<file path="config.mk">
export PLATFORM = sky130hd
export DESIGN_NAME = rebcp_blend
export DESIGN_NICKNAME = d
export VERILOG_FILES = /design/src/hw/rtl/rebcp_pkg.sv /design/src/hw/rtl/rebcp_blend.sv
export SDC_FILE = /design/constraint.sdc
export NUM_CORES = 2
export LEC_CHECK = 0
export BUFFER_PORTS_ARGS = -buffer_cell sky130_fd_sc_hd__buf_4
export CAP_MARGIN = 15
export CORE_MARGIN = 4
export CORE_UTILIZATION = 35
export DETAILED_ROUTE_END_ITERATION = 16
export SYNTH_ARGS = -nofsm -noshare
export SYNTH_HDL_FRONTEND = slang
export SYNTH_SLANG_ARGS = --single-unit
</file>
<file path="constraint.sdc">
create_clock -name i_clk -period 11.4 [get_ports i_clk]
set_input_delay 0 -clock i_clk [delete_from_list [all_inputs] [get_ports i_clk]]
set_output_delay 0 -clock i_clk [all_outputs]
set_load 0.01 [all_outputs]
</file>
<file path="src/hw/rtl/rebcp_pkg.sv">
// Shared types, constants and constant tables for the rounded edge Bezier
// control point unit. Depends on nothing; every other file imports it.
`timescale 1ns / 1ps

package rebcp_pkg;

    // Default number of fraction bits of every coordinate (Q1.16).
    localparam int DEF_FRAC_BITS = 16;

    // Curve constants are Q.30; a blend numerator always fits 32 bits.
    localparam int NUM_W   = 32;
    localparam int Q_SHIFT = 30;
    localparam int LANES   = 6;

    typedef logic [NUM_W-1:0] t_num;
    typedef t_num t_curve [4];
    typedef t_num t_num_tab [16];
    typedef t_num_tab t_lane_tabs [LANES];

    // Edge group codes: which axis the rounded edge runs along.
    localparam logic [1:0] GRP_X = 2'd0;
    localparam logic [1:0] GRP_Y = 2'd1;
    localparam logic [1:0] GRP_Z = 2'd2;

    // Reflection codes for the two cross coordinates.
    localparam logic [1:0] REFL_NONE  = 2'd0;
    localparam logic [1:0] REFL_ROT_A = 2'd1;
    localparam logic [1:0] REFL_ROT_B = 2'd2;
    localparam logic [1:0] REFL_BOTH  = 2'd3;

    // Configuration register indexes.
    localparam logic CFG_EDGE   = 1'b0;
    localparam logic CFG_RADIUS = 1'b1;

    // Lane numbers: a and b parts of the first, second and third cell.
    localparam int LANE_FA = 0;
    localparam int LANE_FB = 1;
    localparam int LANE_SA = 2;
    localparam int LANE_SB = 3;
    localparam int LANE_TA = 4;
    localparam int LANE_TB = 5;

    // Decoded edge selection handed from the register block to the datapath.
    typedef struct packed {
        logic [1:0] grp;
        logic [1:0] refl;
    } t_edge_ctrl;

    // Converts a decimal fraction given in units of 1e-8 to Q.30, rounded.
    function automatic logic [63:0] q30_dec(input logic [63:0] d);
        return ((d << Q_SHIFT) + 64'd50000000) / 64'd100000000;
    endfunction

    localparam logic [63:0] Q30_ONE = 64'd1 << Q_SHIFT;
    localparam logic [63:0] Q_HALF  = Q30_ONE / 64'd2;
    localparam logic [63:0] Q_SIXTH = (Q30_ONE + 64'd3) / 64'd6;
    localparam logic [63:0] Q_THIRD = (64'd2 * Q30_ONE + 64'd3) / 64'd6;
    localparam logic [63:0] K_C1    = q30_dec(64'd26521647);
    localparam logic [63:0] K_C2    = q30_dec(64'd51957023);
    localparam logic [63:0] K_C3    = q30_dec(64'd89464307);
    localparam logic [63:0] K_C4    = q30_dec(64'd70710665);

    // Quarter-circle curves, indexed by the curve lattice index.
    localparam t_curve CRV_ZERO = '{t_num'(0), t_num'(0), t_num'(0), t_num'(0)};
    localparam t_curve CRV_A1X  = '{t_num'(0), t_num'(Q_SIXTH), t_num'(Q_THIRD),
                                    t_num'(Q_HALF)};
    localparam t_curve CRV_A1Y  = '{t_num'(Q_HALF), t_num'(Q_HALF), t_num'(Q_HALF),
                                    t_num'(Q_HALF)};
    localparam t_curve CRV_A2X  = '{t_num'(0), t_num'(K_C1), t_num'(K_C2),
                                    t_num'(K_C4)};
    localparam t_curve CRV_A2Y  = '{t_num'(Q30_ONE), t_num'(Q30_ONE), t_num'(K_C3),
                                    t_num'(K_C4)};
    localparam t_curve CRV_B1X  = '{t_num'(Q_HALF), t_num'(Q_HALF), t_num'(Q_HALF),
                                    t_num'(Q_HALF)};
    localparam t_curve CRV_B1Y  = '{t_num'(Q_HALF), t_num'(Q_THIRD), t_num'(Q_SIXTH),
                                    t_num'(0)};
    localparam t_curve CRV_B2X  = '{t_num'(K_C4), t_num'(K_C3), t_num'(Q30_ONE),
                                    t_num'(Q30_ONE)};
    localparam t_curve CRV_B2Y  = '{t_num'(K_C4), t_num'(K_C2), t_num'(K_C1),
                                    t_num'(0)};

    // Builds the blend numerator c1*(3-s) + c2*s for every {curve, blend} index.
    function automatic t_num_tab build_tab(input t_curve c1, input t_curve c2);
        t_num_tab    tab;
        logic [63:0] acc;
        for (int t = 0; t < 4; t++) begin
            for (int s = 0; s < 4; s++) begin
                acc = 64'(c1[t]) * 64'(3 - s) + 64'(c2[t]) * 64'(s);
                tab[t * 4 + s] = t_num'(acc);
            end
        end
        return tab;
    endfunction

    localparam t_lane_tabs LANE_TAB = '{
        build_tab(CRV_A1Y, CRV_A2Y),
        build_tab(CRV_A1X, CRV_A2X),
        build_tab(CRV_B1Y, CRV_B2Y),
        build_tab(CRV_B1X, CRV_B2X),
        build_tab(CRV_ZERO, CRV_A1Y),
        build_tab(CRV_A1X, CRV_A1X)
    };

endpackage

</file>
<file path="src/hw/rtl/rebcp_blend.sv">
// One blend lane: radius times a Q.30 numerator, divided by 3*2^30 with
// rounding, as a three-register pipeline. Uses rebcp_pkg.
`timescale 1ns / 1ps

module rebcp_blend #(
    parameter int FRAC_BITS = rebcp_pkg::DEF_FRAC_BITS
) (
    input  logic               i_clk,
    input  logic [FRAC_BITS:0] i_radius,
    input  rebcp_pkg::t_num    i_num,
    output logic [FRAC_BITS:0] o_value
);
    import rebcp_pkg::*;

    localparam int            FW      = FRAC_BITS + 1;
    localparam int            PW      = FW + NUM_W;
    // The shifted quotient is at most 3*2^FRAC_BITS + 1.
    localparam int            QW      = FRAC_BITS + 2;
    localparam int            EW      = 2 * QW;
    localparam int            DIVISOR = 3;
    localparam logic [PW-1:0] RND     = PW'(64'd3 << (Q_SHIFT - 1));
    localparam logic [QW-1:0] RECIP   = QW'((64'd1 << QW) / 64'd3);

    logic [PW-1:0] r_prod;
    logic [QW-1:0] r_quo;
    logic [QW-1:0] r_quo_d;
    logic [EW-1:0] r_est_prod;
    logic [FW-1:0] w_est;
    logic [QW-1:0] w_three;
    logic [QW-1:0] w_rem;

    // Product, rounded shift by 30, then reciprocal multiply for the divide by 3.
    always_ff @(posedge i_clk) begin
        r_prod     <= PW'(i_radius) * PW'(i_num);
        r_quo      <= QW'((r_prod + RND) >> Q_SHIFT);
        r_est_prod <= EW'(r_quo) * EW'(RECIP);
        r_quo_d    <= r_quo;
    end

    // The estimate is low by at most one; the remainder fixes it.
    assign w_est   = FW'(r_est_prod >> QW);
    assign w_three = (QW'(w_est) << 1) + QW'(w_est);
    assign w_rem   = r_quo_d - w_three;
    assign o_value = w_est + FW'(w_rem >= QW'(DIVISOR));

endmodule

</file>
==> metrics.sh <==
OUTCOME='complete, no violations'
IOS=67
SYNTHDOMINANTCELLAREASHARE_PCT=45.3
DP_HPWL_MM=47.8
TIMING.CRITICAL_PATH.ARRIVAL_NS=6.05
PATH_CLASS='input port to flop'
SYNTH_ENABLE_FLOP_CELLS=0
FP.COREAREA_UM2=69900
GRT_PASS1_WL_MM=98.4
CLK-INSERTION-DELAY-LATE_NS=0.34
DRT_DRC_VIOLATIONS_LEFT=0
FINAL_HOLD_VIOL_COUNT=0
FF_LATCH_AREA_UM2=1440
POST_CTS_RESIZED=0
CTS-HOLD-FIX-BUFFERS=0
YOSYS_MOST_USED_DFF='sky130_fd_sc_hd__dfxtp_1'
VIA_COUNT=17000
SYNTH.LIB_CELLS_USED.DISTINCT=70
DIE_WIDTH_UM=273
YOSYSTOPAREACELL='sky130_fd_sc_hd__fa_1'
CRIT_PATH_MAX_FANOUT=32
TOTALWIRELENGTH_MM=58.7
ASYNC_RESET_FF_SHARE_PCT=0
MAX-SLEW-MARGIN-REL_PCT=56.6
SYNTH.YOSYS.WARNINGS=0
VIAS_PER_CELL=4.70
CLASS_OF_THE_MOST_CRITICAL_HOLD_TIMING_PATH='input port to flop'
CLOCK_TREE.BUFFER_DEPTH=2
SYNTH_AREA_PER_CELL_UM2=9.19
MAXIMUM_NUMBER_OF_PINS_ON_ONE_NET_BEFORE_GLOBAL_ROUTE_REPAIR=33
CAP_VIOLATIONS=0
DIE_HEIGHT_UM=273
LAYOUT-DRIVE-GT1-SHARE_PCT=3.78
NUM_CTS_BUFFERS=9
SYNTH-SEQ-AREA-SHARE_PCT=5.85
GLOBAL_ROUTE.USAGE.TOTAL_PCT=16.5
ANTENNA_FOUND_INITIAL=0
FINALMAXSLEWVIOLATIONS=0
CLOCK.FMAX_MHz=172
REQUIRED_NS=11.63
FIRST_GLOBAL_VIAS=18600
WHS_PATH_DEPTH=5
ANT_NETS=0
SEQ_CELLS_POST_SYNTH=72
FINALCRITICALPERIOD_NS=5.82
CTS.REPORTEDPATHS.CLKPINSLEW_NS=0.05
FILLER_CELL_COUNT=7245
DIE_AREA_UM2=74700
FIRSTDRTPASSITERS=7
GP_CONGESTION=0.854
POST_CTS_SETUP_REPAIR_BUFS=0
CRITICAL_PATH.ENDPOINT_TYPE='flop'
SETUP_VIOL=0
ROOT_BUFFER='sky130_fd_sc_hd__clkbuf_16'
SYNTH.AREA.TOP_CELLS='sky130_fd_sc_hd__fa_1 45%, sky130_fd_sc_hd__ha_1 15%, sky130_fd_sc_hd__inv_1 11%'
START_KIND='input port'
WL_PER_CELL_UM=16.2
MULTIINPUTGATEAREA_UM2=20200
NUMPORTBUFFERS=66
INSERTEDDIODECOUNT=0
SYNTH_CELLS=2680
FINALSETUPTNS_NS=0
FINALCRITPERIODSHARE_PCT=51.1
WORST_REG2REG_PATH_LENGTH_IN_CELLS=18
CLOCK-SINKS=72
ROWS=97
DRTITER0DRC=876
TIGHTEST_SLEW_NS=0.644
WORST_SKEW_NS=0.00749
GRT_SETUP_UNREPAIRED='false'
START_UTIL_PCT=35.2
SYNTHESIS.NETS=3584
FINAL_NET_COUNT=3576
CTSHTREEMAXLEVEL=3
SYNTHTOLAYOUTAREAGROWTH_PCT=6.48
GRT_REMAINING_OVERFLOW=0
SYNTHESIS.AREA_UM2=24600
CTS_TREE='done'
-- worst max-delay path, stage by stage --
cell and delay (ns):
sky130_fd_sc_hd__buf_4 0.40, sky130_fd_sc_hd__nand2_1 0.15, sky130_fd_sc_hd__fa_1 0.56, sky130_fd_sc_hd__inv_1 0.05, sky130_fd_sc_hd__fa_1 0.48, sky130_fd_sc_hd__fa_1 0.58, sky130_fd_sc_hd__fa_1 0.44, sky130_fd_sc_hd__fa_1 0.51
sky130_fd_sc_hd__inv_1 0.06, sky130_fd_sc_hd__fa_1 0.48, sky130_fd_sc_hd__inv_1 0.04, sky130_fd_sc_hd__ha_1 0.35, sky130_fd_sc_hd__nand3_1 0.12, sky130_fd_sc_hd__or4_4 0.55, sky130_fd_sc_hd__a21oi_1 0.16, sky130_fd_sc_hd__a211o_1 0.17
sky130_fd_sc_hd__o21ai_0 0.16, sky130_fd_sc_hd__a211oi_1 0.41, sky130_fd_sc_hd__o21a_1 0.18, sky130_fd_sc_hd__nor2_1 0.06, sky130_fd_sc_hd__xnor2_1 0.11
-- cell usage after synthesis, types with 2 or more instances --
cell                        number
sky130_fd_sc_hd__nand2_1       373
sky130_fd_sc_hd__o21ai_1         3
sky130_fd_sc_hd__a22oi_1         2
sky130_fd_sc_hd__a21o_1         26
sky130_fd_sc_hd__nand3_1        13
sky130_fd_sc_hd__o2111ai_1       4
sky130_fd_sc_hd__a2111oi_2       2
sky130_fd_sc_hd__ha_1          297
sky130_fd_sc_hd__o311ai_0        2
sky130_fd_sc_hd__mux2i_1         2
sky130_fd_sc_hd__dfxtp_1        72
sky130_fd_sc_hd__and4_1          5
sky130_fd_sc_hd__a221o_1         2
sky130_fd_sc_hd__and3_1         10
sky130_fd_sc_hd__or3_1           2
sky130_fd_sc_hd__inv_1         709
sky130_fd_sc_hd__nand2b_1        2
sky130_fd_sc_hd__o211ai_1        5
sky130_fd_sc_hd__nor3_1         21
sky130_fd_sc_hd__xor2_1         14
sky130_fd_sc_hd__a21oi_2         4
sky130_fd_sc_hd__o41ai_1         2
sky130_fd_sc_hd__o21ai_0        17
sky130_fd_sc_hd__o21ai_2         2
sky130_fd_sc_hd__nor2b_1         5
sky130_fd_sc_hd__o22ai_1         3
sky130_fd_sc_hd__nor4_1          3
sky130_fd_sc_hd__a21boi_0        3
sky130_fd_sc_hd__xnor2_1        57
sky130_fd_sc_hd__o31ai_1         2
sky130_fd_sc_hd__o21a_1          7
sky130_fd_sc_hd__nand4_1        15
sky130_fd_sc_hd__nor2_1         37
sky130_fd_sc_hd__o311ai_1        2
sky130_fd_sc_hd__and2_1        211
sky130_fd_sc_hd__a21oi_1        57
sky130_fd_sc_hd__a211o_1         4
sky130_fd_sc_hd__a211oi_1        7
sky130_fd_sc_hd__fa_1          557
sky130_fd_sc_hd__o21bai_1        5
sky130_fd_sc_hd__clkbuf_1       85
-- layer usage --
| metal | vias up | global-route usage, % | wire (um) |
|---|---|---|---|
| li1 | 7906 | - | - |
| met3 | 59 | 2.28 | 3190 |
| met4 | 0 | 3.13 | 912 |
| met2 | 388 | 27.7 | 27400 |
| met1 | 8650 | 23.0 | 27200 |
| met5 | - | 0 | 0 |
-- layout make-up --
class	instances	area share, %
multi-input cells	1814	77.1
flip-flops and latches	72	5.50
clock buffers	11	0.887
well taps	940	4.48
inverters	709	10.1
clock inverters	2	0.0382
repair buffers	66	1.89
-- state kept, by name, summed over array words and instances (netlist names) --
name	cells
r_prod	19
r_quo_d	18
r_est_prod	17
r_quo	18
-- cells by family (layout without fill, tap and decap cells) --
group | count (synthesis) | count (layout) | synth area share [%]
adders and majority gates | 854 | 854 | 60.4
buffers and inverters | 794 | 788 | 12.1
and+or+nand+nor | 704 | 704 | 13.6
AOI/OAI and AO/OA | 182 | 182 | 5.37
xor gates and xnor gates | 72 | 72 | 2.59
DFF | 72 | 72 | 5.85
muxes | 2 | 2 | 0.0813
-- metrics by stage --
step | hold WS (ns) | utilization [%] | setup slack [ns] | std cells | area, um^2
after floorplan | 0.375 | - | 5.78 | 2680 | 24600
after global placement | 0.428 | 37.2 | 5.32 | 3601 | 26000
after detailed placement | 0.427 | 37.2 | 5.28 | 3601 | 26000
after CTS | 0.348 | 37.5 | 5.61 | 3614 | 26200
after global routing | 0.378 | 37.5 | 5.21 | 3614 | 26200
final | 0.367 | 37.5 | 5.58 | 3614 | 26200
-- final timing paths --
check,start,to,slack (ns)
worst max-delay path,i_radius[8],r_prod[33],5.58
worst min-delay path,i_num[31],r_prod[47],0.37
worst max register to register,r_quo[1],r_est_prod[29],5.79
worst min register to register,r_prod[47],r_quo[17],0.43
-- layout by cell type (no fill, tap or decap), drive strengths merged, types with 5 or more instances in the layout --
master and count:
and3 10, dfxtp 72, nor2 38, nor3 21
nand4 15, buf 66, inv 709, o21ai 22
nor2b 5, o21bai 6, o21a 8, xor2 14
clkbuf 11, o211ai 6, nand3 13, a21o 26
fa 557, ha 297, and4 5, and2 212
a211oi 7, a21oi 61, xnor2 58, nand2 373
Power is not shown: default switching activity piles up to over one toggle a cycle in this logic, so the estimate is an artifact.
