`src/hw/rtl/rebcp_pkg.sv`:
```
// Shared types, constants and constant tables for the rounded edge Bezier
// control point unit. Depends on nothing; every other file imports it.
`timescale 1ns / 1ps

package rebcp_pkg;

    // Default number of fraction bits of every coordinate (Q1.16).
    localparam int DEF_FRAC_BITS = 16;

    // Curve constants are Q.30; a blend numerator always fits 32 bits.
    localparam int NUM_W   = 32;
    localparam int Q_SHIFT = 30;
    localparam int LANES   = 6;

    typedef logic [NUM_W-1:0] t_num;
    typedef t_num t_curve [4];
    typedef t_num t_num_tab [16];
    typedef t_num_tab t_lane_tabs [LANES];

    // Edge group codes: which axis the rounded edge runs along.
    localparam logic [1:0] GRP_X = 2'd0;
    localparam logic [1:0] GRP_Y = 2'd1;
    localparam logic [1:0] GRP_Z = 2'd2;

    // Reflection codes for the two cross coordinates.
    localparam logic [1:0] REFL_NONE  = 2'd0;
    localparam logic [1:0] REFL_ROT_A = 2'd1;
    localparam logic [1:0] REFL_ROT_B = 2'd2;
    localparam logic [1:0] REFL_BOTH  = 2'd3;

    // Configuration register indexes.
    localparam logic CFG_EDGE   = 1'b0;
    localparam logic CFG_RADIUS = 1'b1;

    // Lane numbers: a and b parts of the first, second and third cell.
    localparam int LANE_FA = 0;
    localparam int LANE_FB = 1;
    localparam int LANE_SA = 2;
    localparam int LANE_SB = 3;
    localparam int LANE_TA = 4;
    localparam int LANE_TB = 5;

    // Decoded edge selection handed from the register block to the datapath.
    typedef struct packed {
        logic [1:0] grp;
        logic [1:0] refl;
    } t_edge_ctrl;

    // Converts a decimal fraction given in units of 1e-8 to Q.30, rounded.
    function automatic logic [63:0] q30_dec(input logic [63:0] d);
        return ((d << Q_SHIFT) + 64'd50000000) / 64'd100000000;
    endfunction

    localparam logic [63:0] Q30_ONE = 64'd1 << Q_SHIFT;
    localparam logic [63:0] Q_HALF  = Q30_ONE / 64'd2;
    localparam logic [63:0] Q_SIXTH = (Q30_ONE + 64'd3) / 64'd6;
    localparam logic [63:0] Q_THIRD = (64'd2 * Q30_ONE + 64'd3) / 64'd6;
    localparam logic [63:0] K_C1    = q30_dec(64'd26521647);
    localparam logic [63:0] K_C2    = q30_dec(64'd51957023);
    localparam logic [63:0] K_C3    = q30_dec(64'd89464307);
    localparam logic [63:0] K_C4    = q30_dec(64'd70710665);

    // Quarter-circle curves, indexed by the curve lattice index.
    localparam t_curve CRV_ZERO = '{t_num'(0), t_num'(0), t_num'(0), t_num'(0)};
    localparam t_curve CRV_A1X  = '{t_num'(0), t_num'(Q_SIXTH), t_num'(Q_THIRD),
                                    t_num'(Q_HALF)};
    localparam t_curve CRV_A1Y  = '{t_num'(Q_HALF), t_num'(Q_HALF), t_num'(Q_HALF),
                                    t_num'(Q_HALF)};
    localparam t_curve CRV_A2X  = '{t_num'(0), t_num'(K_C1), t_num'(K_C2),
                                    t_num'(K_C4)};
    localparam t_curve CRV_A2Y  = '{t_num'(Q30_ONE), t_num'(Q30_ONE), t_num'(K_C3),
                                    t_num'(K_C4)};
    localparam t_curve CRV_B1X  = '{t_num'(Q_HALF), t_num'(Q_HALF), t_num'(Q_HALF),
                                    t_num'(Q_HALF)};
    localparam t_curve CRV_B1Y  = '{t_num'(Q_HALF), t_num'(Q_THIRD), t_num'(Q_SIXTH),
                                    t_num'(0)};
    localparam t_curve CRV_B2X  = '{t_num'(K_C4), t_num'(K_C3), t_num'(Q30_ONE),
                                    t_num'(Q30_ONE)};
    localparam t_curve CRV_B2Y  = '{t_num'(K_C4), t_num'(K_C2), t_num'(K_C1),
                                    t_num'(0)};

    // Builds the blend numerator c1*(3-s) + c2*s for every {curve, blend} index.
    function automatic t_num_tab build_tab(input t_curve c1, input t_curve c2);
        t_num_tab    tab;
        logic [63:0] acc;
        for (int t = 0; t < 4; t++) begin
            for (int s = 0; s < 4; s++) begin
                acc = 64'(c1[t]) * 64'(3 - s) + 64'(c2[t]) * 64'(s);
                tab[t * 4 + s] = t_num'(acc);
            end
        end
        return tab;
    endfunction

    localparam t_lane_tabs LANE_TAB = '{
        build_tab(CRV_A1Y, CRV_A2Y),
        build_tab(CRV_A1X, CRV_A2X),
        build_tab(CRV_B1Y, CRV_B2Y),
        build_tab(CRV_B1X, CRV_B2X),
        build_tab(CRV_ZERO, CRV_A1Y),
        build_tab(CRV_A1X, CRV_A1X)
    };

endpackage

```
`src/hw/rtl/rebcp_cfg.sv`:
```
// Configuration registers of the rounded edge Bezier unit: edge selection
// and radius, with edge decoding and radius clamping. Uses rebcp_pkg.
`timescale 1ns / 1ps

module rebcp_cfg #(
    parameter int FRAC_BITS = rebcp_pkg::DEF_FRAC_BITS
) (
    input  logic                  i_clk,
    input  logic                  i_rst_n,
    input  logic                  i_cfg_valid,
    output logic                  o_cfg_ready,
    input  logic                  i_cfg_index,
    input  logic [FRAC_BITS:0]    i_cfg_data,
    output rebcp_pkg::t_edge_ctrl o_ctrl,
    output logic [FRAC_BITS:0]    o_radius
);
    import rebcp_pkg::*;

    localparam int              FW  = FRAC_BITS + 1;
    localparam logic [FW-1:0]   ONE = FW'(1) << FRAC_BITS;

    logic [3:0]    r_edge;
    logic [3:0]    n_edge;
    logic [FW-1:0] r_radius;
    logic [FW-1:0] n_radius;
    logic          w_wr;

    // Always writable; the user must make writes only while the unit is idle.
    assign o_cfg_ready = 1'b1;
    assign w_wr        = i_cfg_valid & o_cfg_ready;

    always_comb begin
        n_edge   = r_edge;
        n_radius = r_radius;
        if (w_wr) begin
            case (i_cfg_index)
                CFG_EDGE:   n_edge   = i_cfg_data[3:0];
                CFG_RADIUS: n_radius = i_cfg_data;
                default:    n_edge   = r_edge;
            endcase
        end
    end

    always_ff @(posedge i_clk) begin
        if (!i_rst_n) begin
            r_edge   <= '0;
            r_radius <= ONE;
        end else begin
            r_edge   <= n_edge;
            r_radius <= n_radius;
        end
    end

    // The unused fourth group behaves as the x-axis group.
    always_comb begin
        o_ctrl.refl = r_edge[1:0];
        case (r_edge[3:2])
            GRP_Y:   o_ctrl.grp = GRP_Y;
            GRP_Z:   o_ctrl.grp = GRP_Z;
            default: o_ctrl.grp = GRP_X;
        endcase
    end

    // A radius above one is clamped so every coordinate stays within 0..1.
    assign o_radius = (r_radius > ONE) ? ONE : r_radius;

endmodule

```
`config.mk`:
```
export PLATFORM = sky130hd
export DESIGN_NAME = rebcp_cfg
export DESIGN_NICKNAME = d
export VERILOG_FILES = /design/src/hw/rtl/rebcp_pkg.sv /design/src/hw/rtl/rebcp_cfg.sv
export SDC_FILE = /design/constraint.sdc
export NUM_CORES = 1
export LEC_CHECK = 0
export BUFFER_PORTS_ARGS = -buffer_cell sky130_fd_sc_hd__buf_4
export CAP_MARGIN = 30
export CORE_UTILIZATION = 46
export DETAILED_ROUTE_END_ITERATION = 10
export GPL_TIMING_DRIVEN = 1
export PLACE_DENSITY_LB_ADDON = 0.3
export SLEW_MARGIN = 30
export SYNTH_ARGS = -nofsm -noshare
export SYNTH_HDL_FRONTEND = slang
export SYNTH_SLANG_ARGS = --single-unit
```
`constraint.sdc`:
```
create_clock -name i_clk -period 1.4 [get_ports i_clk]
set_input_delay 0.35 -clock i_clk [delete_from_list [all_inputs] [get_ports i_clk]]
set_output_delay 0.35 -clock i_clk [all_outputs]
set_load 0.05 [all_outputs]
```
==> results of run 1 <==
## power groups by stage
stage / combinational (W) / sequential, W / clock (W)
2_1_floorplan: 0.000249 / 0.000669 / 0
3_3_place_gp: 0.000391 / 0.000666 / 0
3_5_place_dp: 0.000400 / 0.000668 / 0
4_1_cts: 0.000425 / 0.000658 / 0.000312
5_1_grt: 0.000466 / 0.000661 / 0.000347
6_report: 0.000446 / 0.000659 / 0.000319
## layout make-up
| cell class | count | area (µm²) | share of cell area (%) |
|---|---|---|---|
| Clock buffer | 3 | 22.5 | 1.26 |
| Clock inverter | 1 | 7.51 | 0.421 |
| Inverter | 1 | 3.75 | 0.211 |
| Multi-Input combinational cell | 85 | 697 | 39.1 |
| Sequential cell | 21 | 445 | 25.0 |
| Tap cell | 27 | 33.8 | 1.89 |
| Timing Repair Buffer | 61 | 573 | 32.1 |
## layer usage
metal  GRT usage [%]  up-vias
met3            6.54        2
met1            25.4      500
met5               0        -
met2            52.5       32
met4            2.94        0
li1                -      488
## cells in the mapped netlist
master,instances
a21boi_0,16
a41oi_4,1
and2_1,1
buf_2,2
buf_4,4
clkbuf_1,3
clkbuf_2,1
conb_1,1
dfxtp_1,21
inv_1,1
mux2i_1,4
nand2_1,34
nor2b_1,22
nor2b_2,1
nor4_2,2
nor4_4,2
o211ai_1,1
## worst max-delay path, stage by stage, from the launching register on
cell and delay [ns]:
dfxtp_2 0.36, nor4_4 0.33, a41oi_4 0.17, buf_12 0.19, nor2b_4 0.12, buf_6 0.16
## through the flow
stage	power [W]	utilization, %	area [µm²]
after floorplan	0.000918	-	1130
after global placement	0.00106	77.9	1580
after detailed placement	0.00107	77.9	1580
after CTS	0.00139	85.4	1730
after global routing	0.00147	88.2	1780
final	0.00142	88.2	1780
## registers in the layout (all words and copies together), names as in the netlist
register  count
r_edge        4
r_radius     17
## worst paths after layout
check	startpoint	to	slack, ns	depth (start not counted)
hold reg to reg	r_edge[1]	r_edge[1]	0.55	2
setup reg to reg	r_radius[14]	r_radius[14]	0.46	3
setup / recovery	r_radius[1]	o_radius[3]	-0.62	5
hold / removal	i_cfg_data[8]	r_radius[8]	0.26	3
## cell families (layout without fill, tap and decap cells)
family                 Yosys count  count (layout)
AND/OR/NAND/NOR                 62              62
flip-flops                      21              21
AO/OA/AOI/OAI                   18              18
buffers and inverters           11              66
multiplexers                     4               4
other                            1               1
## repair_timing
action / CTS / global route
endpoints found under the hold margin: 0 / 0
pin swaps: 0 / 1
setup endpoints to repair: 19 / 19
setup buffers: 0 / 1
gates resized for setup: 36 / 14
==> metrics.yaml, run 1 <==
status: "finished with violations"
violations: "negative setup slack"
cp.arrival_ns: 1.67
path_clk_slew_ns: 0.14
grt_max_degree: 22
p_comb_share_pct: 31.3
numCtsBuffers: 3
worst_setup_path_end_kind: "output port"
wl_met1_um: 1270
clk_latency_ns: 0.32
yosysWarningCount: 0
synth.avg_cell_area_um2: 8.78
post-route-period-util_pct: 144
hpwl_um: 1820
relSlewSlack_pct: 53.3
wl_met2_um: 1880
root_buffer: "clkbuf_4"
cp_max_fo: 10
worstSetupStartpointType: "flop"
synth-seq-cells: 21
grt_pass1_vias: 1046
drtIter0Drc: 16
grt_use_total_pct: 25.5
yosysSeqAreaShare_pct: 40.9
synthMuxAreaShare_pct: 3.90
area_growth_pct: 73.6
ant_nets: 0
fp.dieW_um: 49.3
synth_xor_area_share_pct: 0
powerDensity_nw_per_um2: 799
synthCells: 117
cts_htree_levels: 1
syn_area_um2: 1030
drc_errors: 0
fmax_mhz: 496
wire_per_inst_um: 16.5
slew_violations: 0
gp_congestion: 0.773
clock_path_buffers: 2
yosys.area_share.adder_pct: 0
clock-sinks: 21
layout_commonest_cell: "buf_4"
viasPerCell: 5.14
insertedDiodeCount: 0
numPortBuffers: 41
syn-num-nets: 138
crit_type: "flop to output port"
hold_buffers: 0
num-nets-final: 194
synth_compound_area_share_pct: 15.1
cts_tree: "yes"
die_h_um: 49.3
wl_met3_um: 115
io_pins: 43
dr.pass1.iters: 4
skew_ns: 0
grt-ovfl-total: 0
core_area_um2: 2020
topRoutingLayerUsed: "met4"
wl_um: 3290
min_period_ns: 2.02
synth_top_area_cell: "dfxtp_1"
power_frac_seq_pct: 46.3
p_clk_share_pct: 22.4
synth.top_cell.area_share_pct: 40.9
most-common-layout-cells: "36 x buf_4, 34 x nand2_1, 22 x buf_6, 18 x nor2b_4, 16 x a21boi_0"
intPower_w: 0.000948
p_leak_nw: 0.722
synth-simple-area-share_pct: 33.9
setup_viol: 16
rows: 16
instances_no_fill: 199
min_path_type: "primary input to flop"
p_switching_w: 0.000476
antenna_found_initial: 0
postLayoutSetupSlackWorst_ns: -0.615
start_util_pct: 50.8
grt_pass1_wl_um: 4660
critPathRequiredTime_ns: 1.05
synth_top_family_by_area: "simple AND/OR/NAND/NOR gates"
num_vias: 1022
vdd_drop_max_mv: 0.701
dpl_worst_slack_ns: -0.260
maxCapViolCount: 0
worstMarginPinSlew_ns: 0.700
sw_frac_of_total_pct: 33.4
die-area_um2: 2430
ys_top_cells_by_area: "dfxtp_1 41%, nor2b_1 13%, nand2_1 12%"
finalSetupTns_ns: -6.41
fillers: 92
whs_ns: 0.255
synthDistinctLibCells: 17
hold_viol_final: 0
layout-drive-gt1-share_pct: 58.1
place_inst: 194
rsz0062_at_grt: "true"
No activity file was read; power rests on OpenSTA's default activity.
==> inputs of run 2 (changes only) <==
--- a/config.mk
+++ b/config.mk
@@ -9,8 +9,9 @@
 export CAP_MARGIN = 30
 export CORE_UTILIZATION = 46
 export DETAILED_ROUTE_END_ITERATION = 10
-export GPL_TIMING_DRIVEN = 1
-export PLACE_DENSITY_LB_ADDON = 0.3
+export GPL_TIMING_DRIVEN = 0
+export PLACE_DENSITY = 0.77
+export REMOVE_ABC_BUFFERS = 1
 export SLEW_MARGIN = 30
 export SYNTH_ARGS = -nofsm -noshare
 export SYNTH_HDL_FRONTEND = slang
==> run 2 against run 1 <==
Net effect: the flow still finishes with violations (negative setup slack); cell area shrank 18%; hold slack gained 0.014 ns; first-iteration DRC count shrank 75%; critical path type unchanged; fmax grew 0.66%; setup slack gained 0.013 ns.
==> metrics.yaml, run 2 (synthesis results as in run 1) <==
worstReg2RegStart: "r_radius[16]"
drtIter0Drc: 4  # -12
regArea_um2: 438  # -1.7%
vdd_drop_max_mv: 0.544  # -22%
stdcell_area_um2: 1460  # -18%
dpl_worst_slack_ns: -0.287  # -0.0273 ns
clock-sinks: 21  # unchanged
cts_htree_levels: 1  # unchanged
whs_ns: 0.269  # +0.0137 ns
power_frac_seq_pct: 52.5  # +6.2 points
worstMarginPinSlew_ns: 0.642  # -0.0579 ns
postLayoutSetupSlackWorst_ns: -0.602  # +0.0132 ns
core_area_um2: 2020  # unchanged
die_h_um: 49.3  # unchanged
area_growth_pct: 42.0
viasPerCell: 4.93  # -3.9%
fp.dieW_um: 49.3  # unchanged
r2r_setup_slack_ns: 0.61  # +0.15 ns
intPower_w: 0.000872  # -8.0%
antenna_found_initial: 0  # unchanged
cp_max_fo: 10  # unchanged
maxCapViolCount: 0  # unchanged
fillers: 169  # +84%
slew_violations: 0  # unchanged
grt_pass1_wl_um: 3610  # -23%
largest-register: "r_radius"
finalSetupTns_ns: -5.74  # +0.670 ns
min_from: "i_cfg_data[16]"
violations: "negative setup slack"
grt-ovfl-total: 0  # unchanged
post_dp_cell_area_um2: 1310  # -17%
min_path_type: "primary input to flop"
start_util_pct: 50.8  # unchanged
layout_commonest_cell: "nand2_1"
most-common-layout-cells: "34 x nand2_1, 26 x buf_4, 16 x a21boi_0, 15 x nor2b_1, 15 x buf_6"
grt_pass1_vias: 875  # -16%
relSlewSlack_pct: 57.2  # +3.9 points
dr.pass1.iters: 4  # unchanged
die-area_um2: 2430  # unchanged
p_clk_share_pct: 23.4  # +1.0 points
num-nets-final: 174  # -10%
power_w: 0.00127  # -11%
clk_latency_ns: 0.30  # -0.02 ns
skew_ns: 0  # unchanged
min_period_ns: 2.00  # -0.0132 ns
io_pins: 43  # unchanged
rsz0062_at_grt: "true"
cts_tree: "yes"
top_regs: "r_radius (17), r_edge (4)"
p_switching_w: 0.000394  # -17%
cp.arrival_ns: 1.65  # -0.02 ns
numCtsBuffers: 3  # unchanged
p_comb_share_pct: 24.0  # -7.3 points
numPortBuffers: 41  # unchanged
num_vias: 883  # -14%
grt_use_total_pct: 19.4  # -6.1 points
clock_path_buffers: 2  # unchanged
p_leak_nw: 0.587  # -19%
ant_nets: 0  # unchanged
fmax_mhz: 499  # +0.66%
grt_max_degree: 22  # unchanged
hpwl_um: 1470  # -19%
insertedDiodeCount: 0  # unchanged
largest_reg_flops: 17  # unchanged
worstSetupStartpointType: "flop"
powerDensity_nw_per_um2: 868  # +8.6%
setup_viol: 10  # -6
layout-drive-gt1-share_pct: 46.1  # -12 points
critPathRequiredTime_ns: 1.05  # about the same
hold_viol_final: 0  # unchanged
rows: 16  # unchanged
root_buffer: "clkbuf_4"
wire_per_inst_um: 12.4  # -25%
gp_congestion: 0.677  # -12%
sw_frac_of_total_pct: 31.1  # -2.3 points
worst_setup_path_end_kind: "output port"
post-route-period-util_pct: 143  # -0.94 points
multi_input_area_um2: 592  # -15%
crit_start: "r_radius[4]"
wl_um: 2220  # -32%
path_clk_slew_ns: 0.13  # about the same
crit_type: "flop to output port"
status: "finished with violations"
drc_errors: 0  # unchanged
-- run 2: power groups by stage --
stage	sequential, W	combinational, W	clock [W]
after CTS	0.000662	0.000295	0.000305
after global placement	0.000667	0.000282	0
final	0.000665	0.000304	0.000297
after detailed placement	0.000669	0.000286	0
after floorplan	0.000679	0.000169	0
after global routing	0.000670	0.000326	0.000337
-- run 2: layout make-up --
class | count | share of cell area [%]
Timing Repair Buffer | 41 | 25.0
Clock inverter | 1 | 0.343
Tap cell | 27 | 2.32
Sequential cell | 21 | 30.0
Inverter | 1 | 0.257
Clock buffer | 3 | 1.54
Multi-Input combinational cell | 85 | 40.6
-- run 2: metrics by stage --
step	util [%]	instances
floorplan	-	107
global placement	64.9	175
detailed placement	64.9	175
CTS	68.6	179
global route	72.2	179
finish	72.2	179
-- run 2: worst paths after layout --
check	endpoint	cells past startpoint
hold reg to reg	r_radius[1]	2
setup / recovery	o_radius[2]	4
setup reg to reg	r_radius[16]	2
hold / removal	r_radius[16]	3
-- run 2: timing repair --
action / 4_1_cts / 5_1_grt
gates resized for setup: 16 / 23
endpoints found under the setup margin: 18 / 18
hold buffers: 0 / 0
buffers inserted: 0 / 0
-- run 2: critical path, stage by stage, from the launching register on --
cell and delay [ns]:
dfxtp_2 0.36, nor4_4 0.32, a41oi_4 0.26, nor2b_1 0.22
buf_6 0.18
-- run 2: metal layers --
metal  track usage [%]  up-vias  wire length [µm]
met5                 0        -                 0
met4              8.82        0                12
met3              4.98        2               151
met2              36.3       31              1200
met1              19.8      402               864
li1                  -      448                 -
