<file path="src/hw/rtl/rebcp_pkg.sv">
// Shared types, constants and constant tables for the rounded edge Bezier
// control point unit. Depends on nothing; every other file imports it.
`timescale 1ns / 1ps

package rebcp_pkg;

    // Default number of fraction bits of every coordinate (Q1.16).
    localparam int DEF_FRAC_BITS = 16;

    // Curve constants are Q.30; a blend numerator always fits 32 bits.
    localparam int NUM_W   = 32;
    localparam int Q_SHIFT = 30;
    localparam int LANES   = 6;

    typedef logic [NUM_W-1:0] t_num;
    typedef t_num t_curve [4];
    typedef t_num t_num_tab [16];
    typedef t_num_tab t_lane_tabs [LANES];

    // Edge group codes: which axis the rounded edge runs along.
    localparam logic [1:0] GRP_X = 2'd0;
    localparam logic [1:0] GRP_Y = 2'd1;
    localparam logic [1:0] GRP_Z = 2'd2;

    // Reflection codes for the two cross coordinates.
    localparam logic [1:0] REFL_NONE  = 2'd0;
    localparam logic [1:0] REFL_ROT_A = 2'd1;
    localparam logic [1:0] REFL_ROT_B = 2'd2;
    localparam logic [1:0] REFL_BOTH  = 2'd3;

    // Configuration register indexes.
    localparam logic CFG_EDGE   = 1'b0;
    localparam logic CFG_RADIUS = 1'b1;

    // Lane numbers: a and b parts of the first, second and third cell.
    localparam int LANE_FA = 0;
    localparam int LANE_FB = 1;
    localparam int LANE_SA = 2;
    localparam int LANE_SB = 3;
    localparam int LANE_TA = 4;
    localparam int LANE_TB = 5;

    // Decoded edge selection handed from the register block to the datapath.
    typedef struct packed {
        logic [1:0] grp;
        logic [1:0] refl;
    } t_edge_ctrl;

    // Converts a decimal fraction given in units of 1e-8 to Q.30, rounded.
    function automatic logic [63:0] q30_dec(input logic [63:0] d);
        return ((d << Q_SHIFT) + 64'd50000000) / 64'd100000000;
    endfunction

    localparam logic [63:0] Q30_ONE = 64'd1 << Q_SHIFT;
    localparam logic [63:0] Q_HALF  = Q30_ONE / 64'd2;
    localparam logic [63:0] Q_SIXTH = (Q30_ONE + 64'd3) / 64'd6;
    localparam logic [63:0] Q_THIRD = (64'd2 * Q30_ONE + 64'd3) / 64'd6;
    localparam logic [63:0] K_C1    = q30_dec(64'd26521647);
    localparam logic [63:0] K_C2    = q30_dec(64'd51957023);
    localparam logic [63:0] K_C3    = q30_dec(64'd89464307);
    localparam logic [63:0] K_C4    = q30_dec(64'd70710665);

    // Quarter-circle curves, indexed by the curve lattice index.
    localparam t_curve CRV_ZERO = '{t_num'(0), t_num'(0), t_num'(0), t_num'(0)};
    localparam t_curve CRV_A1X  = '{t_num'(0), t_num'(Q_SIXTH), t_num'(Q_THIRD),
                                    t_num'(Q_HALF)};
    localparam t_curve CRV_A1Y  = '{t_num'(Q_HALF), t_num'(Q_HALF), t_num'(Q_HALF),
                                    t_num'(Q_HALF)};
    localparam t_curve CRV_A2X  = '{t_num'(0), t_num'(K_C1), t_num'(K_C2),
                                    t_num'(K_C4)};
    localparam t_curve CRV_A2Y  = '{t_num'(Q30_ONE), t_num'(Q30_ONE), t_num'(K_C3),
                                    t_num'(K_C4)};
    localparam t_curve CRV_B1X  = '{t_num'(Q_HALF), t_num'(Q_HALF), t_num'(Q_HALF),
                                    t_num'(Q_HALF)};
    localparam t_curve CRV_B1Y  = '{t_num'(Q_HALF), t_num'(Q_THIRD), t_num'(Q_SIXTH),
                                    t_num'(0)};
    localparam t_curve CRV_B2X  = '{t_num'(K_C4), t_num'(K_C3), t_num'(Q30_ONE),
                                    t_num'(Q30_ONE)};
    localparam t_curve CRV_B2Y  = '{t_num'(K_C4), t_num'(K_C2), t_num'(K_C1),
                                    t_num'(0)};

    // Builds the blend numerator c1*(3-s) + c2*s for every {curve, blend} index.
    function automatic t_num_tab build_tab(input t_curve c1, input t_curve c2);
        t_num_tab    tab;
        logic [63:0] acc;
        for (int t = 0; t < 4; t++) begin
            for (int s = 0; s < 4; s++) begin
                acc = 64'(c1[t]) * 64'(3 - s) + 64'(c2[t]) * 64'(s);
                tab[t * 4 + s] = t_num'(acc);
            end
        end
        return tab;
    endfunction

    localparam t_lane_tabs LANE_TAB = '{
        build_tab(CRV_A1Y, CRV_A2Y),
        build_tab(CRV_A1X, CRV_A2X),
        build_tab(CRV_B1Y, CRV_B2Y),
        build_tab(CRV_B1X, CRV_B2X),
        build_tab(CRV_ZERO, CRV_A1Y),
        build_tab(CRV_A1X, CRV_A1X)
    };

endpackage

</file>
<file path="src/hw/rtl/rebcp_place.sv">
// Placement of one cell's point: swaps, reflects and permutes the blended
// values and the step coordinate by edge. Uses rebcp_pkg.
`timescale 1ns / 1ps

module rebcp_place #(
    parameter int FRAC_BITS = rebcp_pkg::DEF_FRAC_BITS
) (
    input  rebcp_pkg::t_edge_ctrl i_ctrl,
    input  logic [FRAC_BITS:0]    i_step,
    input  logic [FRAC_BITS:0]    i_a,
    input  logic [FRAC_BITS:0]    i_b,
    output logic [FRAC_BITS:0]    o_x,
    output logic [FRAC_BITS:0]    o_y,
    output logic [FRAC_BITS:0]    o_z
);
    import rebcp_pkg::*;

    localparam int            FW  = FRAC_BITS + 1;
    localparam logic [FW-1:0] ONE = FW'(1) << FRAC_BITS;

    logic [FW-1:0] w_a;
    logic [FW-1:0] w_b;
    logic [FW-1:0] w_p;
    logic [FW-1:0] w_q;

    // The y-axis group takes the curve parts the other way round.
    assign w_a = (i_ctrl.grp == GRP_Y) ? i_b : i_a;
    assign w_b = (i_ctrl.grp == GRP_Y) ? i_a : i_b;

    always_comb begin
        case (i_ctrl.refl)
            REFL_NONE: begin
                w_p = w_a;
                w_q = w_b;
            end
            REFL_ROT_A: begin
                w_p = w_b;
                w_q = ONE - w_a;
            end
            REFL_ROT_B: begin
                w_p = ONE - w_b;
                w_q = w_a;
            end
            default: begin
                w_p = ONE - w_a;
                w_q = ONE - w_b;
            end
        endcase
    end

    // The step coordinate goes on the edge axis, the cross pair on the others.
    always_comb begin
        case (i_ctrl.grp)
            GRP_Y: begin
                o_x = w_p;
                o_y = i_step;
                o_z = w_q;
            end
            GRP_Z: begin
                o_x = w_p;
                o_y = w_q;
                o_z = i_step;
            end
            default: begin
                o_x = i_step;
                o_y = w_p;
                o_z = w_q;
            end
        endcase
    end

endmodule

</file>
<file path="config.mk">
export PLATFORM = sky130hd
export DESIGN_NAME = rebcp_place
export DESIGN_NICKNAME = d
export VERILOG_FILES = /design/src/hw/rtl/rebcp_pkg.sv /design/src/hw/rtl/rebcp_place.sv
export SDC_FILE = /design/constraint.sdc
export NUM_CORES = 1
export LEC_CHECK = 0
export ABC_AREA = 1
export BUFFER_PORTS_ARGS = -buffer_cell sky130_fd_sc_hd__buf_2
export CORE_MARGIN = 3
export CORE_UTILIZATION = 54
export DETAILED_ROUTE_END_ITERATION = 7
export GPL_ROUTABILITY_DRIVEN = 0
export PLACE_DENSITY = 0.85
export SLEW_MARGIN = 20
export SYNTH_ARGS = -nofsm -noshare
export SYNTH_HDL_FRONTEND = slang
export SYNTH_SLANG_ARGS = --single-unit
export TNS_END_PERCENT = 20
</file>
<file path="constraint.sdc">
create_clock -name vclk -period 2.1
set_input_delay 0.105 -clock vclk [all_inputs]
set_output_delay 0.105 -clock vclk [all_outputs]
set_load 0.02 [all_outputs]
</file>
==> qor.txt, run 1 <==
Seq/Total Area, Yosys -> 0%
Dpl cells -> 891
Total GRT Usage -> 78.98%
Cell taking the most area after synthesis -> nand2_1
Syn Nets -> 735
Worst setup endpoint GRT -> o_y[8]
Initial Utilization -> 57.55%
Synth Area in Compound Gates -> 23.39%
Number of synthesis warnings -> 0
Largest net degree at the start of global routing -> 38
Area contributors post-synth -> nand2_1 (39%), nand3_1 (11%), inv_1 (7.4%)
IO Count -> 106
DP HPWL -> 9591 um
Row cnt -> 26
Largest family of logic cells by synthesized area -> simple AND/OR/NAND/NOR gates
Log Error -> [ERROR GRT-0232] Routing congestion too high. Check the congestion heatmap in the GUI.
Adder-Cell Fraction of Synth Area -> 1.238%
Simple-Gate Fraction of Synth Area -> 61.43%
Placed inst area -> 4061 um^2
Synth Cell Area -> 3033 um^2
Status -> aborted with a tool error
Yosys top cell area share -> 38.74%
Proportion of synthesized area in mux cells -> 0%
Mapped Avg Cell Area -> 4.480 um^2
Port Buffer Count -> 106
Stopped at -> global routing (5_1_grt)
Top-count cell post-synth -> nand2_1
Die Y -> 80.95 um
GRT overflow -> 111
Gate Count Post-Synth -> 677
XOR/XNOR share of the synthesized area -> 0.2888%
Die Span X -> 80.95 um
Yosys cell types -> 29
List of most frequent post-synthesis cells -> nand2_1 (313), nand3_1 (68), inv_1 (60)
Worst_ep kind -> top-level output
-- cell families after synthesis --
group	after synthesis
AOI/OAI and AO/OA	120
xor gates and xnor gates	1
adders and majority gates	3
buffers and inverters	101
and+or+nand+nor	452
-- layer usage --
metal	track usage, %	overflow
met1	75.72	2
met2	98.28	62
met3	58.31	1
met4	92.74	46
met5	11.67	0
-- metrics by stage --
step / utilization, % / setup slack, ns / setup TNS [ns]
floorplan: - / -0.01817 / -0.02169
global placement: 77.07 / -0.2653 / -6.093
detailed placement: 77.07 / -0.3147 / -8.865
CTS: 84.66 / -0.04129 / -0.1871
-- timing repair --
item	in CTS
cloned	1
pin swaps	30
hold buffers	0
resized for setup	91
endpoints found under the setup margin	44
setup buffers	7
==> inputs of run 2 (changes only) <==
Settings changed: CORE_UTILIZATION 54 to 40, PLACE_DENSITY 0.85 to not set, PLACE_DENSITY_LB_ADDON set to 0.15.
==> run 2 against run 1 <==
Against the previous run: the flow now finishes, with violations (negative setup slack); synthesized cell count stayed put; synthesized area stayed put.
==> qor.txt, run 2 <==
Core Area -> 7292 um^2
DR pass1 iterations -> 5
DP HPWL -> 10,110 um (+5.4%)
Startpoint types -> primary input
Nets -> 899
Fin area -> 4857 um^2
Status -> complete, but fails checks
Seq cells -> 0
Mapped Avg Cell Area -> 4.480 um^2 (unchanged)
Via count -> 5,233
CP cell instances -> buf_8 > inv_4 > ha_4 > buf_12 > buf_12 > nand2_4 > o21ai_4 > nor2_4 > nand2_4 > nor2_4 > buf_6 > nand3_1 > nand2_1 > nand2_1 > nand2_2 > nand2_1 > nand2_1 > inv_1 > buf_6
Cell taking the most area after synthesis -> nand2_1
Dpl cells -> 929 (+4.3%)
First-pass GRT wire length -> 21,420 um
Min cycle time layout -> 2.218 ns
Seq. cell area -> 0 um^2
Req. time, crit path -> 2.00 ns
CP Class -> primary input to output port
Final non-filler cell total -> 938
Failing checks -> negative setup slack
Yosys cell types -> 29 (unchanged)
Pwr/cell area -> 324.8 nW/um^2
Placed inst area -> 4178 um^2 (+2.9%)
Net switching power figure -> 957.4 uW
Crit share post-route -> 105.6%
Hold Vio Cnt, Final -> 0
Sequential power share -> 0%
Sw frac -> 60.69%
Final setup violation count -> 26
Die Y -> 93.08 um (+15%)
Max FO, Critical Path -> 8
Syn Nets -> 735 (unchanged)
Top-count cell post-synth -> nand2_1
Post-route ant nets -> 0
WL per Instance -> 14.51 um
Layout cells sized above 1 -> 38.26%
Die Span X -> 93.08 um (+15%)
Via density -> 5.579
Row cnt -> 31 (+19%)
Synth Cell Area -> 3033 um^2 (unchanged)
List of most frequent post-synthesis cells -> nand2_1 (313), nand3_1 (68), inv_1 (60)
FMAX -> 450.9 MHz
Drc violations -> 0
Critical path endpoint category -> output port
Cell Int Power -> 620.1 uW
Crit path buffers/inverters -> 7
Largest net degree at the start of global routing -> 39
Top delay family on crit path -> simple AND/OR/NAND/NOR gates
Gate Count Post-Synth -> 677 (unchanged)
First DRT Iteration DRCs -> 517
Filler instances -> 701
Drt total wl -> 13,610 um
Slowest cell on the critical path -> nor2_4
Final worst slack -> -0.1179 ns
RSZ-0062 raised after global routing -> true
HP Class -> primary input to output port
Clkbuf count -> 0
Area contributors post-synth -> nand2_1 (39%), nand3_1 (11%), inv_1 (7.4%)
Clock share of power -> 0%
Layout overhead on the synthesized area -> 60.15%
Max-cap violations -> 0
Most common cell after layout, fill and taps aside -> nand2_1
Die footprint -> 8663 um^2
Most used cell, CP -> nand2_1
Initial antenna violation count -> 0
Slew headroom -> 62.57%
GRT overflow -> 0
Arrival time of the worst setup path -> 2.11 ns
N_diodes -> 0
Peak supply drop -> 0.2334 mV
Initial Utilization -> 41.59% (-16 points)
Most frequent cells in the layout -> nand2_1 (266), buf_4 (95), buf_2 (80)
IO Count -> 106 (unchanged)
Yosys top cell area share -> 38.74% (unchanged)
Seq/Total Area, Yosys -> 0% (unchanged)
Slew Limit Fails -> 0
Vias in the first global route -> 4,791
Leakage power -> 2.611 nW
Total GRT Usage -> 29.25%
Logic pwr share -> 100.0%
CP max stage delay -> 0.22 ns
Slew of the pin with the lowest slew margin -> 0.5581 ns
Port Buffer Count -> 106 (unchanged)
Number of synthesis warnings -> 0 (unchanged)
==> run 2: power groups by stage <==
| stage | logic, mW | registers (mW) | clock network, mW |
|---|---|---|---|
| after global routing | 1.72 | 0 | 0 |
| after CTS | 1.41 | 0 | 0 |
| after detailed placement | 1.33 | 0 | 0 |
| after global placement | 1.31 | 0 | 0 |
| final | 1.58 | 0 | 0 |
| after floorplan | 0.816 | 0 | 0 |
==> run 2: worst min-delay path: stages <==
cell,delay (ns)
buf_2,0.09
nand2_1,0.05
nand2_1,0.06
buf_4,0.13
==> run 2: worst paths after layout <==
path | from | to | cells after the start
setup / recovery | i_ctrl[3] | o_y[16] | 19
hold / removal | i_step[12] | o_z[12] | 4
==> run 2: what timing repair did <==
action / in CTS / in global routing
setup endpoints to repair: 44 / 46
hold buffers: 0 / 0
cloned: 0 / 0
pin swaps: 26 / 43
gates resized for setup: 66 / 121
buffers inserted: 8 / 1
==> run 2: layout make-up <==
type	count	area, um^2	share of cell area [%]
multi-input combinational	576	3079	63.40
inverter	69	266.5	5.487
timing repair buffer	194	1388	28.57
tap	99	123.9	2.550
==> run 2: cells by family after synthesis <==
family | after synthesis | synth area share (%)
AOI/OAI and AO/OA | 120 | 23.39
xor gates and xnor gates | 1 | 0.2888
adders and majority gates | 3 | 1.238
buffers and inverters | 101 | 13.66
and+or+nand+nor | 452 | 61.43
==> run 2: per-layer routing <==
metal / GRT usage, % / routed length, um / share of wire, %
met2: 53.93 / 6859 / 50
met5: 0 / 0 / 0
met3: 1.287 / 921 / 6.8
met1: 34.25 / 5049 / 37
met4: 14.41 / 780 / 5.7
==> run 2: metrics by stage <==
| stage | TNS (ns) | worst slack [ns] | total power [mW] | hold WS [ns] | util, % |
|---|---|---|---|---|---|
| 2_1_floorplan | -0.02169 | -0.01817 | 0.8161 | 0.3846 | - |
| 3_3_place_gp | -3.878 | -0.1620 | 1.307 | 0.5543 | 57.29 |
| 3_5_place_dp | -5.479 | -0.2871 | 1.328 | 0.5573 | 57.29 |
| 4_1_cts | -0.02975 | -0.006913 | 1.406 | 0.5594 | 61.00 |
| 5_1_grt | -4.443 | -0.2043 | 1.717 | 0.5682 | 66.61 |
| 6_report | -1.281 | -0.1179 | 1.578 | 0.5390 | 66.61 |
Power figures use the tool's default switching activity.
==> inputs of run 3 (changes only) <==
Settings changed: ABC_AREA 1 to not set, GPL_TIMING_DRIVEN set to 1, MAX_ROUTING_LAYER set to met4.
==> run 3 against run 2 <==
Against the previous run: the flow still finishes with violations (negative setup slack); first-iteration DRC count decreased by 51%; synthesized area down 2.3%; global-route usage about the same; setup slack got worse by 0.53 ns; synthesized cell count shrank 33%; die area is 2.2% lower; utilization grew 10 points; final cell count decreased by 21%; clock-buffer cell count did not move; critical path depth is 7 lower; combinational power rose by 6%; worst hold slack improved by 0.011 ns.
==> qor.txt, run 3 <==
Multi-input combinational cell area -> 3492 um^2 (+13%)
Final non-filler cell total -> 744 (-21%)
Total GRT Usage -> 29.25% (about the same)
Hold Vio Cnt, Final -> 0 (unchanged)
Initial Utilization -> 42.44% (+0.84 points)
Vias in the first global route -> 4,450 (-7.1%)
Filler instances -> 523 (-25%)
Peak supply drop -> 0.1945 mV (-17%)
Sequential power share -> 0% (unchanged)
Core Area -> 6982 um^2 (-4.3%)
CP max stage delay -> 0.52 ns (+0.30 ns)
Startpoint types -> primary input
Drc violations -> 0 (unchanged)
Drt total wl -> 13,410 um (-1.5%)
Cell taking the most area after synthesis -> mux2i_1
Min cycle time layout -> 2.744 ns (+0.5260 ns)
CP cell instances -> buf_12 > inv_12 > ha_4 > buf_6 > nor3b_4 > o22ai_2 > or4b_4 > or3_4 > xor2_4 > a21oi_2 > a221oi_2 > buf_4
Seq. cell area -> 0 um^2 (unchanged)
Fin area -> 5360 um^2 (+10%)
DP HPWL -> 9463 um (-6.4%)
Max FO, Critical Path -> 7 (-1)
IO Count -> 106 (unchanged)
Post-route ant nets -> 0 (unchanged)
Sw frac -> 54.75% (-5.9 points)
Initial antenna violation count -> 0 (unchanged)
Final setup violation count -> 51 (+96%)
CP Depth -> 12 (-7)
Max-cap violations -> 0 (unchanged)
Crit path buffers/inverters -> 4 (-3)
Arrival time of the worst setup path -> 2.64 ns (+0.53 ns)
Most common cell after layout, fill and taps aside -> buf_4
Layout overhead on the synthesized area -> 80.91%
Most frequent cells in the layout -> buf_4 (140), buf_2 (77), nand2_1 (56)
Mapped Avg Cell Area -> 6.526 um^2 (+46%)
First-pass GRT wire length -> 20,400 um (-4.8%)
Logic pwr share -> 100.0% (about the same)
Worst Hold Depth -> 3 (-1)
Via count -> 4,477 (-14%)
GRT overflow -> 0 (unchanged)
Placed inst area -> 4399 um^2 (+5.3%)
Pwr/cell area -> 310.9 nW/um^2 (-4.3%)
Seq cells -> 0 (unchanged)
Clock share of power -> 0% (unchanged)
Critical path endpoint category -> output port
Port Buffer Count -> 106 (unchanged)
N_diodes -> 0 (unchanged)
Via density -> 6.017 (+7.9%)
CP Class -> primary input to output port
FMAX -> 364.4 MHz (-19%)
TNS Setup -> -20.02 ns (-18.74 ns)
Final worst slack -> -0.6439 ns (-0.5260 ns)
Number of synthesis warnings -> 0 (unchanged)
Slew Limit Fails -> 0 (unchanged)
Yosys top cell area share -> 11.82% (-27 points)
Area contributors post-synth -> mux2i_1 (12%), mux2_2 (7.6%), nand2_1 (7.2%)
Crit share post-route -> 130.7% (+25 points)
Layout cells sized above 1 -> 56.94% (+19 points)
RSZ-0062 raised after global routing -> true
Die Span X -> 92.07 um (-1.1%)
Die Y -> 92.07 um (-1.1%)
Syn Nets -> 512 (-30%)
Util after Layout -> 76.77% (+10 points)
List of most frequent post-synthesis cells -> nand2_1 (57), nor2_1 (43), a21oi_1 (41)
WL per Instance -> 18.03 um (+24%)
Die footprint -> 8476 um^2 (-2.2%)
Synth Cell Area -> 2963 um^2 (-2.3%)
Gate Count Post-Synth -> 454 (-33%)
Largest net degree at the start of global routing -> 29 (-26%)
Slew headroom -> 62.64% (+0.079 points)
Nets -> 708 (-21%)
Cell Int Power -> 754.0 uW (+22%)
Dpl cells -> 730 (-21%)
Slew of the pin with the lowest slew margin -> 0.5597 ns (+0.001655 ns)
Clkbuf count -> 0 (unchanged)
DR pass1 iterations -> 5 (unchanged)
Slowest cell on the critical path -> or4b_4
Seq/Total Area, Yosys -> 0% (unchanged)
Net switching power figure -> 912.2 uW (-4.7%)
First DRT Iteration DRCs -> 251 (-51%)
Status -> complete, but fails checks
Leakage power -> 2.289 nW (-12%)
Top delay family on crit path -> simple AND/OR/NAND/NOR gates
Row cnt -> 30 (-3.2%)
Req. time, crit path -> 2.00 ns (about the same)
Yosys cell types -> 59 (+100%)
Failing checks -> negative setup slack
HP Class -> primary input to output port
Top-count cell post-synth -> nand2_1
-- run 3: area by class of cell --
type,count,share of cell area [%]
timing repair buffer,235,31.54
multi-input combinational,401,65.15
inverter,12,1.074
tap,96,2.241
-- run 3: what timing repair did --
| action | 4_1_cts | 5_1_grt |
|---|---|---|
| pin swaps | 40 | 42 |
| buffers inserted | 9 | 6 |
| cloned | 0 | 0 |
| hold buffers | 0 | 0 |
| resized for setup | 101 | 77 |
| endpoints found under the setup margin | 51 | 51 |
-- run 3: kinds of logic (layout without fill, tap and decap cells) --
| kind of cell | Yosys count | in the layout | share of synthesized area (%) |
|---|---|---|---|
| muxes | 60 | 60 | 23.23 |
| xor gates and xnor gates | 28 | 28 | 8.277 |
| AOI/OAI and AO/OA | 143 | 143 | 32.26 |
| adders and majority gates | 3 | 3 | 1.267 |
| buffers and inverters | 53 | 247 | 7.306 |
| and+or+nand+nor | 167 | 167 | 27.66 |
-- run 3: through the flow --
| step | setup slack (ns) | hold WS, ns | total power, mW |
|---|---|---|---|
| finish | -0.6439 | 0.5497 | 1.666 |
| global route | -0.6868 | 0.5777 | 1.763 |
| CTS | -0.6112 | 0.5512 | 1.502 |
| detailed placement | -0.8792 | 0.5479 | 1.353 |
| global placement | -0.7841 | 0.5503 | 1.328 |
| floorplan | -0.5786 | 0.3584 | 0.8314 |
-- run 3: tightest hold or removal path, stage by stage --
cell and delay, ns:
buf_2 0.10, a21o_1 0.13, buf_6 0.11
-- run 3: power by group through the flow --
stage | clock network (mW) | logic (mW) | registers (mW)
2_1_floorplan | 0 | 0.831 | 0
3_3_place_gp | 0 | 1.33 | 0
3_5_place_dp | 0 | 1.35 | 0
4_1_cts | 0 | 1.50 | 0
5_1_grt | 0 | 1.76 | 0
6_report | 0 | 1.67 | 0
-- run 3: final timing paths --
kind                   from  endpoint  slack, ns
setup / recovery  i_ctrl[3]   o_z[16]      -0.64
hold / removal    i_step[9]    o_z[9]       0.55
-- run 3: layer usage --
metal	GRT usage, %	routed length [um]	vias to the layer above
met3	1.395	711	46
met1	31.99	4976	2107
met4	11.88	544	0
met2	55.05	7179	216
met5	-	0	-
li1	-	-	2108
